<file path="src/sv/page_pool_free_list_top_assert.svh">
// ----------------------------------------------------------------------------
// Page pool free list: assertion macros
// Shorthand for the concurrent checks at the end of the top level.
// ----------------------------------------------------------------------------
`ifndef PAGE_POOL_FREE_LIST_TOP_ASSERT_SVH
`define PAGE_POOL_FREE_LIST_TOP_ASSERT_SVH

// The consequent must hold in the same cycle as the antecedent.
`define PPFL_ASSERT_SAME(label, clk, rst_n, ante, cons) \
	label: assert property (@(posedge clk) disable iff (!(rst_n)) (ante) |-> (cons)) \
		else $error("page pool free list check failed");

// The consequent must hold in the cycle after the antecedent.
`define PPFL_ASSERT_NEXT(label, clk, rst_n, ante, cons) \
	label: assert property (@(posedge clk) disable iff (!(rst_n)) (ante) |=> (cons)) \
		else $error("page pool free list check failed");

`endif

</file>
<file path="src/sv/ppfl_pkg.sv">
`timescale 1ns / 1ps
// ----------------------------------------------------------------------------
// Page pool free list: package
// Item types, operation and status codes, controller states and the
// command and status bundles between controller and datapath.
// ----------------------------------------------------------------------------
package ppfl_pkg;

	typedef enum logic [1:0] {
		KIND_ALLOC   = 2'd0,
		KIND_FREE    = 2'd1,
		KIND_REBUILD = 2'd2,
		KIND_NOP     = 2'd3
	} kind_t;

	typedef enum logic [1:0] {
		ST_OK      = 2'd0,
		ST_EMPTY   = 2'd1,
		ST_NOFIT   = 2'd2,
		ST_OUTSIDE = 2'd3
	} status_t;

	typedef enum logic {
		REG_POOL_BASE  = 1'b0,
		REG_POOL_PAGES = 1'b1
	} reg_idx_t;

	localparam int ADDR_W      = 3;
	localparam int REG_IDX_LSB = 2;
	localparam int PAGES_W     = 7;
	localparam logic [PAGES_W-1:0] POOL_PAGES_RST = 7'd64;

	typedef struct packed {
		logic [1:0]  kind;
		logic [8:0]  request_bytes;
		logic [3:0]  align_log;
		logic [31:0] free_address;
	} in_item_t;

	typedef struct packed {
		logic [31:0] grant_address;
		logic [1:0]  status;
	} out_item_t;

	typedef enum logic [2:0] {
		S_INIT,
		S_IDLE,
		S_ALLOC_RD,
		S_ALLOC_POP,
		S_FREE,
		S_NOP,
		S_REBUILD
	} state_t;

	typedef struct packed {
		logic load_item;
		logic load_active;
		logic sweep_write;
		logic head_init;
		logic emit_rebuild;
		logic alloc_read;
		logic alloc_pop;
		logic free_exec;
		logic nop_emit;
	} ctrl_cmd_t;

	typedef struct packed {
		logic sweep_last;
	} dp_stat_t;

endpackage

</file>
<file path="src/sv/ppfl_regs.sv">
`timescale 1ns / 1ps
// ----------------------------------------------------------------------------
// Page pool free list: configuration registers
// APB-style register file holding the pool base address and page count.
// ----------------------------------------------------------------------------
module ppfl_regs (
	input  logic                        clk,
	input  logic                        arst_n,
	input  logic                        psel,
	input  logic                        penable,
	input  logic                        pwrite,
	input  logic [ppfl_pkg::ADDR_W-1:0] paddr,
	input  logic [31:0]                 pwdata,
	output logic [31:0]                 prdata,
	output logic                        pready,
	output logic [31:0]                 pool_base,
	output logic [ppfl_pkg::PAGES_W-1:0] pool_pages
);

	logic                         wr_en;
	ppfl_pkg::reg_idx_t           reg_idx;
	logic [31:0]                  pool_base_q;
	logic [ppfl_pkg::PAGES_W-1:0] pool_pages_q;

	assign pready  = 1'b1;
	assign wr_en   = psel & penable & pwrite;
	assign reg_idx = ppfl_pkg::reg_idx_t'(paddr[ppfl_pkg::REG_IDX_LSB]);

	always_ff @(posedge clk or negedge arst_n) begin
		if (!arst_n) begin
			pool_base_q  <= '0;
			pool_pages_q <= ppfl_pkg::POOL_PAGES_RST;
		end else if (wr_en) begin
			case (reg_idx)
				ppfl_pkg::REG_POOL_BASE:  pool_base_q  <= pwdata;
				ppfl_pkg::REG_POOL_PAGES: pool_pages_q <= pwdata[ppfl_pkg::PAGES_W-1:0];
				default: ;
			endcase
		end
	end

	always_comb begin
		case (reg_idx)
			ppfl_pkg::REG_POOL_BASE:  prdata = pool_base_q;
			ppfl_pkg::REG_POOL_PAGES: prdata = {{(32-ppfl_pkg::PAGES_W){1'b0}}, pool_pages_q};
			default:                  prdata = '0;
		endcase
	end

	assign pool_base  = pool_base_q;
	assign pool_pages = pool_pages_q;

endmodule

</file>
<file path="src/sv/ppfl_ctrl.sv">
`timescale 1ns / 1ps
// ----------------------------------------------------------------------------
// Page pool free list: controller
// Sequences allocate, free, rebuild, the unused no-op code and the table sweep after reset.
// ----------------------------------------------------------------------------
module ppfl_ctrl (
	input  logic                clk,
	input  logic                arst_n,
	input  logic                start,
	input  logic [1:0]          kind,
	input  ppfl_pkg::dp_stat_t  stat,
	output ppfl_pkg::ctrl_cmd_t cmd,
	output logic                busy
);

	ppfl_pkg::state_t state_q;
	ppfl_pkg::state_t state_d;

	always_ff @(posedge clk or negedge arst_n) begin
		if (!arst_n) begin
			state_q <= ppfl_pkg::S_INIT;
		end else begin
			state_q <= state_d;
		end
	end

	always_comb begin
		state_d = state_q;
		cmd     = '0;
		case (state_q)
			ppfl_pkg::S_INIT: begin
				cmd.sweep_write = 1'b1;
				if (stat.sweep_last) begin
					state_d = ppfl_pkg::S_IDLE;
				end
			end
			ppfl_pkg::S_IDLE: begin
				if (start) begin
					cmd.load_item = 1'b1;
					case (ppfl_pkg::kind_t'(kind))
						ppfl_pkg::KIND_ALLOC: state_d = ppfl_pkg::S_ALLOC_RD;
						ppfl_pkg::KIND_FREE:  state_d = ppfl_pkg::S_FREE;
						ppfl_pkg::KIND_REBUILD: begin
							cmd.load_active = 1'b1;
							state_d         = ppfl_pkg::S_REBUILD;
						end
						default: state_d = ppfl_pkg::S_NOP;
					endcase
				end
			end
			ppfl_pkg::S_ALLOC_RD: begin
				cmd.alloc_read = 1'b1;
				state_d        = ppfl_pkg::S_ALLOC_POP;
			end
			ppfl_pkg::S_ALLOC_POP: begin
				cmd.alloc_pop = 1'b1;
				state_d       = ppfl_pkg::S_IDLE;
			end
			ppfl_pkg::S_FREE: begin
				cmd.free_exec = 1'b1;
				state_d       = ppfl_pkg::S_IDLE;
			end
			ppfl_pkg::S_NOP: begin
				cmd.nop_emit = 1'b1;
				state_d      = ppfl_pkg::S_IDLE;
			end
			ppfl_pkg::S_REBUILD: begin
				cmd.sweep_write = 1'b1;
				if (stat.sweep_last) begin
					cmd.head_init    = 1'b1;
					cmd.emit_rebuild = 1'b1;
					state_d          = ppfl_pkg::S_IDLE;
				end
			end
			default: state_d = ppfl_pkg::S_INIT;
		endcase
	end

	assign busy = (state_q != ppfl_pkg::S_IDLE);

endmodule

</file>
<file path="src/sv/ppfl_dp.sv">
`timescale 1ns / 1ps
// ----------------------------------------------------------------------------
// Page pool free list: datapath
// Next-page table, head pointer, alignment and range arithmetic, result
// register.
// ----------------------------------------------------------------------------
module ppfl_dp #(
	parameter int NUM_PAGES  = 64,
	parameter int PAGE_BYTES = 256
) (
	input  logic                         clk,
	input  logic                         arst_n,
	input  ppfl_pkg::ctrl_cmd_t          cmd,
	input  ppfl_pkg::in_item_t           item,
	input  logic [31:0]                  pool_base,
	input  logic [ppfl_pkg::PAGES_W-1:0] pool_pages,
	output ppfl_pkg::dp_stat_t           stat,
	output logic                         done,
	output ppfl_pkg::out_item_t          result
);

	localparam int PW       = $clog2(NUM_PAGES);
	localparam int AW       = $clog2(NUM_PAGES + 1);
	localparam int PAGE_LOG = $clog2(PAGE_BYTES);
	localparam int ACT_RST  = (NUM_PAGES < 64) ? NUM_PAGES : 64;

	// Each table entry is a valid bit above the index of the next page.
	logic [PW:0]         mem [NUM_PAGES];
	logic [PW:0]         rd_q;

	ppfl_pkg::in_item_t  item_q;
	logic [AW-1:0]       active_q;
	logic [PW-1:0]       head_q;
	logic                head_valid_q;
	logic [PW-1:0]       sweep_q;
	logic [31:0]         aligned_s1;
	logic                fit_s1;
	logic                done_q;
	ppfl_pkg::out_item_t result_q;
	ppfl_pkg::out_item_t result_d;

	logic [AW-1:0]       clamp_pages;
	logic [PW:0]         sw_inc;
	logic                sw_valid;
	logic [PW-1:0]       sw_next;
	logic                we;
	logic [PW-1:0]       waddr;
	logic [PW:0]         wdata;

	logic [32:0]         page_addr;
	logic [15:0]         amask;
	logic [33:0]         amask_ext;
	logic [33:0]         round_sum;
	logic [33:0]         aligned;
	logic [33:0]         offset;
	logic [17:0]         need;
	logic                fit;

	logic [31:0]         faddr;
	logic                is_null;
	logic                below;
	logic                above;
	logic [33:0]         hi;
	logic [31:0]         diff;
	logic [PW-1:0]       free_pg;
	logic                free_push;

	always_comb begin
		if (pool_pages == '0) begin
			clamp_pages = AW'(1);
		end else if ({25'b0, pool_pages} > 32'(NUM_PAGES)) begin
			clamp_pages = AW'(NUM_PAGES);
		end else begin
			clamp_pages = AW'(pool_pages);
		end
	end

	// Sweep entry: link to the following page while it is still in use.
	assign sw_inc   = {1'b0, sweep_q} + (PW+1)'(1);
	assign sw_valid = sw_inc < (PW+1)'(active_q);
	assign sw_next  = sw_valid ? sw_inc[PW-1:0] : '0;
	assign stat.sweep_last = (sweep_q == PW'(NUM_PAGES - 1));

	// Alignment of the head page's address.
	assign page_addr = {1'b0, pool_base} + (33'(head_q) << PAGE_LOG);
	assign amask     = (16'd1 << item_q.align_log) - 16'd1;
	assign amask_ext = {18'b0, amask};
	assign round_sum = {1'b0, page_addr} + amask_ext;
	assign aligned   = round_sum & ~amask_ext;
	assign offset    = aligned - {1'b0, page_addr};
	assign need      = {2'b0, offset[15:0]} + {9'b0, item_q.request_bytes};
	assign fit       = need <= 18'(PAGE_BYTES);

	// Range check and page index of a freed address.
	assign faddr     = item_q.free_address;
	assign is_null   = (faddr == '0);
	assign below     = faddr < pool_base;
	assign hi        = {2'b0, pool_base} + (34'(active_q) << PAGE_LOG);
	assign above     = {2'b0, faddr} >= hi;
	assign diff      = faddr - pool_base;
	assign free_pg   = PW'(diff >> PAGE_LOG);
	assign free_push = cmd.free_exec & ~is_null & ~below & ~above;

	assign we    = cmd.sweep_write | free_push;
	assign waddr = cmd.sweep_write ? sweep_q : free_pg;
	assign wdata = cmd.sweep_write ? {sw_valid, sw_next} : {head_valid_q, head_q};

	always_ff @(posedge clk) begin
		if (we) begin
			mem[waddr] <= wdata;
		end
		if (cmd.alloc_read) begin
			rd_q <= mem[head_q];
		end
	end

	always_ff @(posedge clk) begin
		if (cmd.load_item) begin
			item_q <= item;
		end
		if (cmd.alloc_read) begin
			aligned_s1 <= aligned[31:0];
			fit_s1     <= fit;
		end
		result_q <= result_d;
	end

	always_ff @(posedge clk or negedge arst_n) begin
		if (!arst_n) begin
			active_q     <= AW'(ACT_RST);
			head_q       <= '0;
			head_valid_q <= 1'b1;
			sweep_q      <= '0;
			done_q       <= 1'b0;
		end else begin
			if (cmd.load_active) begin
				active_q <= clamp_pages;
			end
			if (cmd.sweep_write) begin
				sweep_q <= stat.sweep_last ? '0 : sweep_q + PW'(1);
			end
			if (cmd.head_init) begin
				head_q       <= '0;
				head_valid_q <= 1'b1;
			end else if (cmd.alloc_pop && head_valid_q && fit_s1) begin
				head_valid_q <= rd_q[PW];
				head_q       <= rd_q[PW] ? rd_q[PW-1:0] : '0;
			end else if (free_push) begin
				head_q       <= free_pg;
				head_valid_q <= 1'b1;
			end
			done_q <= cmd.alloc_pop | cmd.free_exec | cmd.nop_emit | cmd.emit_rebuild;
		end
	end

	always_comb begin
		result_d.grant_address = '0;
		result_d.status        = ppfl_pkg::ST_OK;
		if (cmd.alloc_pop) begin
			if (!head_valid_q) begin
				result_d.status = ppfl_pkg::ST_EMPTY;
			end else if (!fit_s1) begin
				result_d.status = ppfl_pkg::ST_NOFIT;
			end else begin
				result_d.grant_address = aligned_s1;
			end
		end else if (cmd.free_exec && !is_null && (below || above)) begin
			result_d.status = ppfl_pkg::ST_OUTSIDE;
		end
	end

	assign done   = done_q;
	assign result = result_q;

endmodule

</file>
<file path="src/sv/page_pool_free_list_top.sv">
`timescale 1ns / 1ps
// ----------------------------------------------------------------------------
// Page pool free list
// Fixed-size page allocator kept as a singly linked free list in a table.
// ----------------------------------------------------------------------------
// An item is issued by raising start with the item fields while busy is low;
// it is taken at that clock edge. Kinds are allocate, free, rebuild and an
// unused code that only answers ok. Exactly one result follows each item, on
// result for a single cycle with done high; the receiver cannot stall it.
// From accept to done, an allocate reads the next-page table into a register
// and then pops, free and the unused code each run an execute state, and a
// rebuild runs the table sweep that writes one entry a cycle. busy drops in
// the cycle done rises, so a new item may be issued alongside a result.
// After reset the table is relinked by the same sweep with busy high;
// configuration writes are taken throughout.
// pool_base is used live; pool_pages is applied by reset and by a rebuild.
// PAGE_BYTES must be a power of two.
// ----------------------------------------------------------------------------
`include "page_pool_free_list_top_assert.svh"

module page_pool_free_list_top #(
	parameter int NUM_PAGES  = 64,
	parameter int PAGE_BYTES = 256
) (
	input  logic                        clk,
	input  logic                        arst_n,
	input  logic                        start,
	output logic                        busy,
	input  ppfl_pkg::in_item_t          item,
	output logic                        done,
	output ppfl_pkg::out_item_t         result,
	input  logic                        psel,
	input  logic                        penable,
	input  logic                        pwrite,
	input  logic [ppfl_pkg::ADDR_W-1:0] paddr,
	input  logic [31:0]                 pwdata,
	output logic [31:0]                 prdata,
	output logic                        pready
);

	ppfl_pkg::ctrl_cmd_t          cmd;
	ppfl_pkg::dp_stat_t           stat;
	logic [31:0]                  pool_base;
	logic [ppfl_pkg::PAGES_W-1:0] pool_pages;

	ppfl_regs u_regs (
		.clk        (clk),
		.arst_n     (arst_n),
		.psel       (psel),
		.penable    (penable),
		.pwrite     (pwrite),
		.paddr      (paddr),
		.pwdata     (pwdata),
		.prdata     (prdata),
		.pready     (pready),
		.pool_base  (pool_base),
		.pool_pages (pool_pages)
	);

	ppfl_ctrl u_ctrl (
		.clk    (clk),
		.arst_n (arst_n),
		.start  (start),
		.kind   (item.kind),
		.stat   (stat),
		.cmd    (cmd),
		.busy   (busy)
	);

	ppfl_dp #(
		.NUM_PAGES  (NUM_PAGES),
		.PAGE_BYTES (PAGE_BYTES)
	) u_dp (
		.clk        (clk),
		.arst_n     (arst_n),
		.cmd        (cmd),
		.item       (item),
		.pool_base  (pool_base),
		.pool_pages (pool_pages),
		.stat       (stat),
		.done       (done),
		.result     (result)
	);

	// A result only ever closes work that was in flight.
	`PPFL_ASSERT_SAME(a_done_after_busy, clk, arst_n, done, $past(busy))
	// An accepted item keeps the block busy in the following cycle.
	`PPFL_ASSERT_NEXT(a_accept_busy, clk, arst_n, start && !busy, busy)
	// Only a successful allocate carries a non-zero address.
	`PPFL_ASSERT_SAME(a_fail_no_grant, clk, arst_n, done && (result.status != ppfl_pkg::ST_OK), result.grant_address == 32'd0)

endmodule
</file>
<file path="config.mk">
export PLATFORM = sky130hd
export DESIGN_NAME = page_pool_free_list_top
export DESIGN_NICKNAME = d
export VERILOG_FILES = /design/src/sv/ppfl_pkg.sv /design/src/sv/ppfl_regs.sv /design/src/sv/ppfl_ctrl.sv /design/src/sv/ppfl_dp.sv /design/src/sv/page_pool_free_list_top.sv
export VERILOG_INCLUDE_DIRS = /design/src /design/src/sv
export SDC_FILE = /design/constraint.sdc
export NUM_CORES = 1
export LEC_CHECK = 0
export BUFFER_PORTS_ARGS = -buffer_cell sky130_fd_sc_hd__buf_2
export CAP_MARGIN = 15
export CORE_MARGIN = 2
export CORE_UTILIZATION = 30
export DETAILED_ROUTE_END_ITERATION = 16
export PLACE_DENSITY_LB_ADDON = 0.12
export SYNTH_ARGS = -nofsm -noshare
export SYNTH_HDL_FRONTEND = slang
export SYNTH_SLANG_ARGS = --single-unit
export TNS_END_PERCENT = 5
</file>
<file path="constraint.sdc">
create_clock -name clk -period 8.7 [get_ports clk]
set_input_delay 0.435 -clock clk [delete_from_list [all_inputs] [get_ports clk]]
set_output_delay 0.435 -clock clk [all_outputs]
set_load 0.05 [all_outputs]
</file>
==> impl_metrics.env, run 1 <==
export IMPL_cts_tree="built"
export IMPL_wirelength_mm=84.61
export IMPL_worst_setup_path_end_kind="flop"
export IMPL_slew_limit_headroom=0.2444
export IMPL_p_per_area_nw_per_um2=213.0
export IMPL_vias_per_cell=5.075
export IMPL_multiInputGateArea_sq_um=10960
export IMPL_routedWlPerCell_um=23.32
export IMPL_drive_gt1_frac=0.2438
export IMPL_track_usage=0.1653
export IMPL_clkLatencyLatePin_ns=0.63
export IMPL_cts_sinks=630
export IMPL_r2r_slack_ns=1.36
export IMPL_synth_seq_cells=630
export IMPL_cts_repair_resized=0
export IMPL_syn_inst=2017
export IMPL_critPathLaunchType="flop"
export IMPL_pwr_share_clk=0.392
export IMPL_ff2ff_path_depth=23
export IMPL_seqPwrFrac=0.449
export IMPL_synth_distinct_cells=91
export IMPL_power_uw=7502
export IMPL_core_area_sq_um=98280
export IMPL_finalNonFillerCells=3629
export IMPL_yosys_warnings=0
export IMPL_num_vias=18417
export IMPL_layout_nets=2487
export IMPL_syn_cell_area_sq_um=29750
export IMPL_power_frac_comb=0.159
export IMPL_final_min_clock_period_ns=7.344
export IMPL_ys_seq_area_frac=0.6139
export IMPL_cts_buffers=73
export IMPL_dr_first_iter_drc_count=1253
export IMPL_cp_max_fo=12
export IMPL_antennaDiodeCount=0
export IMPL_postRouteAntennaNets=0
export IMPL_fin_crit_sh=0.8441
export IMPL_std_cell_rows=115
export IMPL_drc=0
export IMPL_clk_pin_slew_ns=0.07
export IMPL_power_leakage_uw=0.01110
export IMPL_async_reset_ff_frac=0.1000
export IMPL_hold_path_class="primary input to flop"
export IMPL_min_from="pwdata[9]"
export IMPL_maxSlewViolCount=0
export IMPL_overflow=0
export IMPL_dr_pass1_iters=7
export IMPL_synth_fp_nets=2217
export IMPL_dp_hpwl_mm=57.54
export IMPL_synth_top_cell_area_share=0.5379
export IMPL_tns_ns=0
export IMPL_htree_levels=3
export IMPL_crit_arrival_ns=7.71
export IMPL_avgSynthCellArea_sq_um=14.75
export IMPL_cts_buffer_depth=3
export IMPL_synthTopCellsByArea="edfxtp_1 (54%), mux4_2 (11%), dfrtp_1 (5.0%), ha_1 (4.5%), dfxtp_1 (2.3%)"
export IMPL_final_cell_mix="edfxtp_1 (533), buf_2 (164), mux4_2 (147), nand2_1 (113), ha_1 (107)"
export IMPL_port_buffers=153
export IMPL_intPower_uw=5449
export IMPL_r2r_end="u_dp.fit_s1"
export IMPL_tightest_slew_ns=1.125
export IMPL_synth_top_area_cell="edfxtp_1"
export IMPL_r2r_start="u_dp.item_q[34]"
export IMPL_hold_viol=0
export IMPL_grt_max_degree=65
export IMPL_finClkSkew_ns=0.02417
export IMPL_dp_cells=3428
export IMPL_n_fill_cell=9417
export IMPL_whs_path_depth=2
export IMPL_die_height_um=318.9
export IMPL_io_pins=157
export IMPL_initial_core_util=0.3028
export IMPL_gp_congestion=0.8628
export IMPL_fmax_ghz=0.1362
export IMPL_max_cap_violations=0
export IMPL_outcome="complete, no violations"
export IMPL_final_common_cell="edfxtp_1"
export IMPL_clock_root_buffer="clkbuf_16"
export IMPL_p_sw_frac=0.2737
export IMPL_area_growth_pct=18.35
export IMPL_switchingPower_uw=2053
export IMPL_dieArea_sq_um=101700
export IMPL_grt_pass1_wl_mm=124.9
export IMPL_antenna_found_initial=1
export IMPL_synth_edff_count=533
export IMPL_synth_main_ff_cell="edfxtp_1"
export IMPL_die_width_um=318.9
export IMPL_setup_viol=0
export IMPL_criticalPathCategory="flop to flop"
export IMPL_rsz0062_at_grt="false"
export IMPL_grt_pass1_vias=18746
export IMPL_ir_worst_vdd_mv=0.1476
export IMPL_seqCellArea_sq_um=18280
export IMPL_worstHoldEndpoint="u_regs.pool_base[9]"
export IMPL_crit_required_ns=9.06
-- cell type report --
cell class / instances / share of cell area
Clock buffer: 94 / 0.05500
Clock inverter: 36 / 0.009416
Inverter: 78 / 0.008315
Multi-Input combinational cell: 1223 / 0.3112
Sequential cell: 630 / 0.5190
Tap cell: 1287 / 0.04573
Timing Repair Buffer: 281 / 0.05138
-- cells by family (layout without fill, tap and decap cells) --
kind of cell	Yosys count	after routing	synth area share
flops	630	630	0.6139
other cells	2	2	0.0002524
compound gates	306	306	0.07241
fa+ha+maj	112	112	0.04836
simple gates	512	512	0.08642
mux	202	202	0.1316
buf+inv	164	489	0.02086
xor+xnor	89	89	0.02620
-- cell usage after synthesis (all sizes together), types with 10 or more instances --
library cell	instances
o31ai	13
xnor2	73
nand2	114
buf	13
inv	76
o21bai	13
or3	10
nor2b	10
dfrtp	60
nand4	22
clkbuf	73
xor2	16
nand2b	12
nor4	18
o21ai	58
ha	107
edfxtp	533
dfxtp	34
o211ai	10
a21o	32
a21oi	65
a211oi	11
nor3	92
mux2i	12
nor2	106
mux4	147
o21a	16
and2	42
nand3	36
mux2	43
-- worst max-delay path: stages, from the launching register on --
cell and delay [ns]:
edfxtp_1 0.60, nor2_1 0.41, inv_1 0.17, or3_1 0.36
ha_1 0.35, xnor2_1 0.39, inv_2 0.11, ha_1 0.43
nand2_1 0.07, o21ai_0 0.59, mux2i_1 0.30, a22o_1 0.28
xnor2_1 0.18, ha_1 0.31, nand3_1 0.11, o211ai_1 0.11
o211ai_1 0.23, nand2_1 0.10, xor2_1 0.15, nor4_1 0.74
o22ai_1 0.21, nor4b_1 0.31, nand4_1 0.16, a2111oi_2 0.41
-- how the worst max path moves through the flow --
| stage | from | to | slack, ns | depth (start not counted) |
|---|---|---|---|---|
| finish | u_dp.item_q[34] | u_dp.fit_s1 | 1.36 | 23 |
| global route | u_dp.item_q[34] | u_dp.fit_s1 | 0.87 | 23 |
| CTS | u_dp.item_q[34] | u_dp.fit_s1 | 1.45 | 23 |
| detailed placement | u_dp.item_q[34] | u_dp.fit_s1 | 1.52 | 23 |
| global placement | u_dp.item_q[34] | u_dp.fit_s1 | 1.63 | 23 |
| floorplan | u_dp.item_q[35] | u_dp.fit_s1 | 2.71 | 26 |
-- per-layer routing --
layer	wire length [um]	part of all wire	up-vias	track usage
li1	-	-	8444	-
met5	0	0	-	0
met3	3310	0.039	114	0.02731
met1	36720	0.43	9438	0.2135
met2	42420	0.50	421	0.2850
met4	2166	0.026	0	0.04813
-- flip-flops by register name, summed over array words and instances (netlist names), 7 cells and up --
signal             flops
u_dp.aligned_s1       32
u_dp.faddr            32
u_regs.pool_pages      7
u_dp.active_q          7
u_dp.result           34
u_dp.item_q           13
u_dp.rd_q              7
u_dp.mem             448
u_regs.pool_base      32
-- through the flow --
step / worst slack [ns] / area [sq um] / utilization / hold slack, ns
floorplan: 2.709 / 29750 / - / 0.1394
global placement: 1.633 / 32270 / 0.3284 / 0.2795
detailed placement: 1.517 / 32330 / 0.3290 / 0.2873
CTS: 1.453 / 35060 / 0.3567 / 0.01002
global route: 0.8703 / 35210 / 0.3583 / 0.02256
finish: 1.356 / 35210 / 0.3583 / 0.05256
-- power by group through the flow --
| stage | combinational, uW | clock [uW] | sequential [uW] |
|---|---|---|---|
| global route | 1310 | 3150 | 3370 |
| finish | 1200 | 2940 | 3370 |
| detailed placement | 1170 | 0 | 3430 |
| CTS | 1190 | 3040 | 3360 |
| global placement | 1150 | 0 | 3430 |
| floorplan | 871 | 0 | 3390 |
-- what timing repair did --
item | 4_1_cts | 5_1_grt
buffers inserted | 0 | 0
endpoints found under the hold margin | 53 | 0
hold buffers | 46 | 0
No activity file was read; power rests on OpenSTA's default activity.
==> inputs of run 2 (changes only) <==
==> constraint.sdc (replaced) <==
create_clock -name clk -period 6 [get_ports clk]
set_input_delay 0.3 -clock clk [delete_from_list [all_inputs] [get_ports clk]]
set_output_delay 0.3 -clock clk [all_outputs]
set_load 0.05 [all_outputs]
==> impl_metrics.env, run 2 (same netlist as run 1, synthesis figures left out) <==
export IMPL_routedWlPerCell_um=23.04
export IMPL_clock_root_buffer="clkbuf_16"
export IMPL_final_cell_mix="edfxtp_1 (533), buf_2 (152), mux4_2 (147), buf_4 (136), nand2_1 (113)"
export IMPL_htree_levels=3
export IMPL_fin_crit_sh=0.9474
export IMPL_layout_nets=2577
export IMPL_vias_per_cell=5.007
export IMPL_drive_gt1_frac=0.2653
export IMPL_tightest_slew_ns=1.142
export IMPL_final_common_cell="edfxtp_1"
export IMPL_cts_buffers=74
export IMPL_dr_pass1_iters=5
export IMPL_grt_max_degree=115
export IMPL_maxSlewViolCount=0
export IMPL_initial_core_util=0.3028
export IMPL_p_per_area_nw_per_um2=306.4
export IMPL_hold_path_class="primary input to flop"
export IMPL_slew_limit_headroom=0.2384
export IMPL_worst_setup_path_end_kind="flop"
export IMPL_area_growth_pct=21.62
export IMPL_power_leakage_uw=0.01160
export IMPL_pre_cts_slack_ns=0.03050
export IMPL_cts_tree="built"
export IMPL_die_height_um=318.9
export IMPL_critPathLaunchType="flop"
export IMPL_rsz0062_at_grt="true"
export IMPL_die_width_um=318.9
export IMPL_gp_congestion=0.8512
export IMPL_port_buffers=153
export IMPL_crit_required_ns=6.44
export IMPL_clkLatencyLatePin_ns=0.65
export IMPL_tns_ns=0
export IMPL_core_area_sq_um=98280
export IMPL_fin_util=0.3682
export IMPL_grt_pass1_vias=19413
export IMPL_dieArea_sq_um=101700
export IMPL_postRouteAntennaNets=0
export IMPL_final_area_sq_um=36190
export IMPL_overflow=0
export IMPL_track_usage=0.1686
export IMPL_setup_viol=0
export IMPL_drc=0
export IMPL_top_register="u_dp.mem"
export IMPL_cts_sinks=630
export IMPL_num_vias=18635
export IMPL_largest_register_ffs=448
export IMPL_dp_hpwl_mm=58.31
export IMPL_cp_max_fo=5
export IMPL_n_fill_cell=9302
export IMPL_dr_first_iter_drc_count=1360
export IMPL_std_cell_rows=115
export IMPL_ir_worst_vdd_mv=0.2157
export IMPL_final_min_clock_period_ns=5.684
export IMPL_criticalPathCategory="flop to flop"
export IMPL_worst_slack_ns=0.3156
export IMPL_crit_arrival_ns=6.12
export IMPL_wirelength_mm=85.77
export IMPL_grt_pass1_wl_mm=127.5
export IMPL_antennaDiodeCount=0
export IMPL_fmax_ghz=0.1759
export IMPL_antenna_found_initial=1
export IMPL_max_cap_violations=0
export IMPL_cts_buffer_depth=3
export IMPL_io_pins=157
export IMPL_hold_viol=0
export IMPL_outcome="complete, no violations"
export IMPL_postPlaceCellArea_sq_um=32920
export IMPL_finClkSkew_ns=0.02817
export IMPL_clk_pin_slew_ns=0.06
## run 2: cell count changes in the layout (fill, tap and decap cells not counted), sizes merged
| cell | delta |
|---|---|
| dlygate4sd3 | +35 |
| clkinv | +6 |
| buf | +68 |
| clkbuf | -16 |
| clkinvlp | -2 |
| inv | +2 |
## run 2: worst max-delay path: stages (launching register included)
cell,delay (ns)
edfxtp_1,0.44
nor2_4,0.15
inv_1,0.09
or3_4,0.36
ha_4,0.19
or3_1,0.37
a21o_1,0.18
nand2_1,0.12
ha_1,0.27
a21o_1,0.20
o2bb2ai_1,0.17
a311oi_2,0.28
o21ai_0,0.16
a21oi_2,0.19
xnor2_1,0.13
nor2_1,0.08
ha_1,0.36
nand3_1,0.09
o21bai_1,0.17
nand3b_1,0.17
buf_4,0.13
a21oi_1,0.05
or4_1,0.49
a311o_1,0.29
a2111oi_2,0.36
## run 2: stage by stage
step / total power [uW] / std cells / hold WS, ns
4_1_cts: 11190 / 3720 / 0.01850
3_3_place_gp: 6690 / 3505 / 0.1412
2_1_floorplan: 6175 / 2017 / 0.004409
6_report: 11090 / 3722 / 0.06596
5_1_grt: 11580 / 3722 / 0.04831
3_5_place_dp: 6702 / 3505 / 0.1440
## run 2: path summary, 6_finish.rpt
path / from / end / slack, ns / depth (start not counted)
min in group asynchronous: arst_n / u_regs.pool_pages[5] / 0.44 / 3
max reg2reg: u_dp.item_q[34] / u_dp.fit_s1 / 0.32 / 24
max in group asynchronous: arst_n / u_dp.head_q[0] / 4.90 / 3
min reg2reg: u_dp.aligned_s1[21] / u_dp.result[23] / 0.44 / 1
min: start / u_ctrl.state_q[0] / 0.07 / 4
max: u_dp.item_q[34] / u_dp.fit_s1 / 0.32 / 24
## run 2: repair_timing
item | 4_1_cts | 5_1_grt
hold buffers | 81 | 0
resized for setup | 1 | 21
pin swaps | 0 | 6
hold endpoints to repair | 95 | 0
buffers inserted | 0 | 2
endpoints found under the setup margin | 1 | 442
gates cloned | 0 | 0
## run 2: routing by layer
| metal | up-vias | global-route usage | part of all wire |
|---|---|---|---|
| met5 | - | 0 | 0.00015 |
| met2 | 425 | 0.2885 | 0.49 |
| li1 | 8602 | - | - |
| met1 | 9487 | 0.2216 | 0.45 |
| met4 | 2 | 0.04771 | 0.026 |
| met3 | 119 | 0.02553 | 0.035 |
## run 2: final cells by class
cell class	count	area, sq um	area share
Timing Repair Buffer	370	2613	0.07219
Multi-Input combinational cell	1223	11040	0.3052
Tap cell	1287	1610	0.04450
Clock inverter	42	392.9	0.01086
Sequential cell	630	18280	0.5050
Clock buffer	92	1959	0.05415
Inverter	78	292.8	0.008091
## run 2: where the power goes
part | total [uW] | switching, uW | internal, uW
clock network | 4380 | 1860 | 2510
logic | 1840 | 1090 | 753
registers | 4870 | 101 | 4770
total | 11100 | 3060 | 8030
==> inputs of run 3 (changes only) <==
--- a/config.mk
+++ b/config.mk
@@ -9,7 +9,7 @@
 export BUFFER_PORTS_ARGS = -buffer_cell sky130_fd_sc_hd__buf_2
 export CAP_MARGIN = 15
 export CORE_MARGIN = 2
-export CORE_UTILIZATION = 30
+export CORE_UTILIZATION = 56
 export DETAILED_ROUTE_END_ITERATION = 16
 export PLACE_DENSITY_LB_ADDON = 0.12
 export SYNTH_ARGS = -nofsm -noshare
==> impl_metrics.env, run 3 (same netlist as run 1, synthesis figures left out) <==
export IMPL_cts_buffer_depth=3
export IMPL_power_leakage_uw=0.01147
export IMPL_hold_path_class="primary input to flop"
export IMPL_r2r_slack_ns=0.35
export IMPL_dieArea_sq_um=54990
export IMPL_grt_pass1_vias=18708
export IMPL_final_min_clock_period_ns=5.646
export IMPL_clock_root_buffer="clkbuf_16"
export IMPL_io_pins=157
export IMPL_final_cell_mix="edfxtp_1 (533), buf_2 (153), mux4_2 (147), buf_4 (121), nand2_1 (112)"
export IMPL_outcome="complete, no violations"
export IMPL_postPlaceCellArea_sq_um=32050
export IMPL_dp_cells=2892
export IMPL_crit_family="simple AND/OR/NAND/NOR gates"
export IMPL_crit_arrival_ns=6.05
export IMPL_whs_path_depth=2
export IMPL_num_vias=18946
export IMPL_wirelength_mm=75.06
export IMPL_layout_nets=2554
export IMPL_fmax_ghz=0.1771
export IMPL_routedWlPerCell_um=24.27
export IMPL_track_usage=0.2740
export IMPL_critPathLaunchType="flop"
export IMPL_top_register="u_dp.mem"
export IMPL_cp_max_fo=7
export IMPL_final_common_cell="edfxtp_1"
export IMPL_r2r_end="u_dp.fit_s1"
export IMPL_power_frac_comb=0.165
export IMPL_dp_hpwl_mm=50.39
export IMPL_worst_setup_path_end_kind="flop"
export IMPL_setup_viol=0
export IMPL_vias_per_cell=6.125
export IMPL_crit_path_top_delay_cell="or4_1"
export IMPL_seqPwrFrac=0.450
export IMPL_crit_required_ns=6.41
export IMPL_clk_pin_slew_ns=0.06
export IMPL_hold_viol=0
export IMPL_cts_sinks=630
export IMPL_maxSlewViolCount=0
export IMPL_tns_ns=0
export IMPL_overflow=0
export IMPL_port_buffers=153
export IMPL_grt_pass1_wl_mm=111.9
export IMPL_pwr_share_clk=0.385
export IMPL_cp_num_buf_inv=1
export IMPL_drive_gt1_frac=0.2583
export IMPL_die_width_um=234.5
export IMPL_max_cap_violations=0
export IMPL_intPower_uw=7956
export IMPL_largest_register_ffs=448
export IMPL_p_sw_frac=0.2654
export IMPL_ff2ff_path_depth=24
export IMPL_clkLatencyLatePin_ns=0.61
export IMPL_antenna_found_initial=0
export IMPL_path_cells="nor2_1 > inv_1 > or3_1 > ha_2 > or3_1 > a21o_1 > nand2_2 > ha_1 > a21o_1 > o2bb2ai_1 > a311o_1 > a21oi_1 > xor2_1 > nor2_1 > ha_1 > nand2_1 > nand2_1 > nand3_1 > o21bai_1 > nand3b_1 > mux2i_1 > or4_1 > a311o_1 > a2111oi_2"
export IMPL_cts_tree="built"
export IMPL_grt_max_degree=115
export IMPL_min_from="pwdata[2]"
export IMPL_slew_limit_headroom=0.2647
export IMPL_postRouteAntennaNets=0
export IMPL_drc=0
export IMPL_tightest_slew_ns=1.103
export IMPL_switchingPower_uw=2874
export IMPL_critPathMaxStageDelay_ns=0.53
export IMPL_finClkSkew_ns=0.02044
export IMPL_gp_congestion=0.9032
export IMPL_finalNonFillerCells=3093
export IMPL_initial_core_util=0.5662
export IMPL_ir_worst_vdd_mv=0.2407
export IMPL_cts_buffers=67
export IMPL_dr_first_iter_drc_count=1582
export IMPL_fin_crit_sh=0.9410
export IMPL_die_height_um=234.5
export IMPL_criticalPathCategory="flop to flop"
export IMPL_core_area_sq_um=52550
export IMPL_r2r_start="u_dp.item_q[34]"
export IMPL_worstHoldEndpoint="u_regs.pool_pages[2]"
export IMPL_p_per_area_nw_per_um2=307.9
export IMPL_htree_levels=3
export IMPL_area_growth_pct=18.23
export IMPL_std_cell_rows=84
export IMPL_dr_pass1_iters=5
export IMPL_final_area_sq_um=35180
run 3: cell count changes in the layout (fill, tap and decap cells not counted), sizes merged:
| cell | previous run | this run |
|---|---|---|
| clkbuf | 92 | 86 |
| bufinv | 4 | 7 |
| clkinvlp | 2 | 1 |
| clkinv | 34 | 24 |
| diode | 0 | 1 |
| inv | 80 | 79 |
| buf | 289 | 276 |
| dlygate4sd3 | 81 | 78 |
run 3: worst max path at each step:
stage	startpoint	end	slack (ns)	depth (start not counted)
after floorplan	u_dp.item_q[35]	u_dp.fit_s1	0.009	26
after global placement	u_dp.item_q[34]	u_dp.fit_s1	0.21	23
after detailed placement	u_dp.item_q[34]	u_dp.fit_s1	0.11	22
after CTS	u_dp.item_q[34]	u_dp.fit_s1	0.07	22
after global routing	u_regs.pool_base[8]	u_dp.mem[44][1]	-0.003	23
final	u_dp.item_q[34]	u_dp.fit_s1	0.35	24
run 3: what timing repair did:
action,in CTS,in global routing
setup buffers,0,2
endpoints found under the setup margin,0,442
hold buffers,78,0
gates resized for setup,0,15
hold endpoints to repair,141,0
run 3: final cells by class:
type	count	area, sq um
inverter	78	292.8
antenna	1	2.502
clock inverter	33	416.7
clock buffer	86	1819
multi-input combinational	1223	11010
sequential	630	18280
fill	3658	17370
tap	688	860.8
timing repair buffer	354	2502
run 3: routing by layer:
metal  share of wire  GRT usage  wire [um]  up-vias
li1                -          -          -     8561
met3           0.062    0.04142       4681      140
met2            0.50     0.4574      37320      735
met5               0          0          0        -
met4           0.028    0.08392       2089        0
met1            0.41     0.3752      30970     9510
run 3: power groups by stage:
stage | clock network (uW) | registers (uW) | logic, uW
floorplan | 0 | 4910 | 1260
global placement | 0 | 4960 | 1650
detailed placement | 0 | 4960 | 1680
CTS | 4240 | 4870 | 1730
global route | 4410 | 4880 | 1960
finish | 4170 | 4870 | 1780
run 3: per-stage QoR:
step | utilization | hold slack (ns) | worst slack [ns] | total power (uW)
global route | 0.6694 | 0.01803 | -0.002591 | 11250
detailed placement | 0.6100 | 0.4245 | 0.1138 | 6637
global placement | 0.6100 | 0.4222 | 0.2056 | 6605
finish | 0.6694 | 0.05806 | 0.3538 | 10830
floorplan | - | 0.004409 | 0.008512 | 6175
CTS | 0.6674 | 0.02154 | 0.07477 | 10840
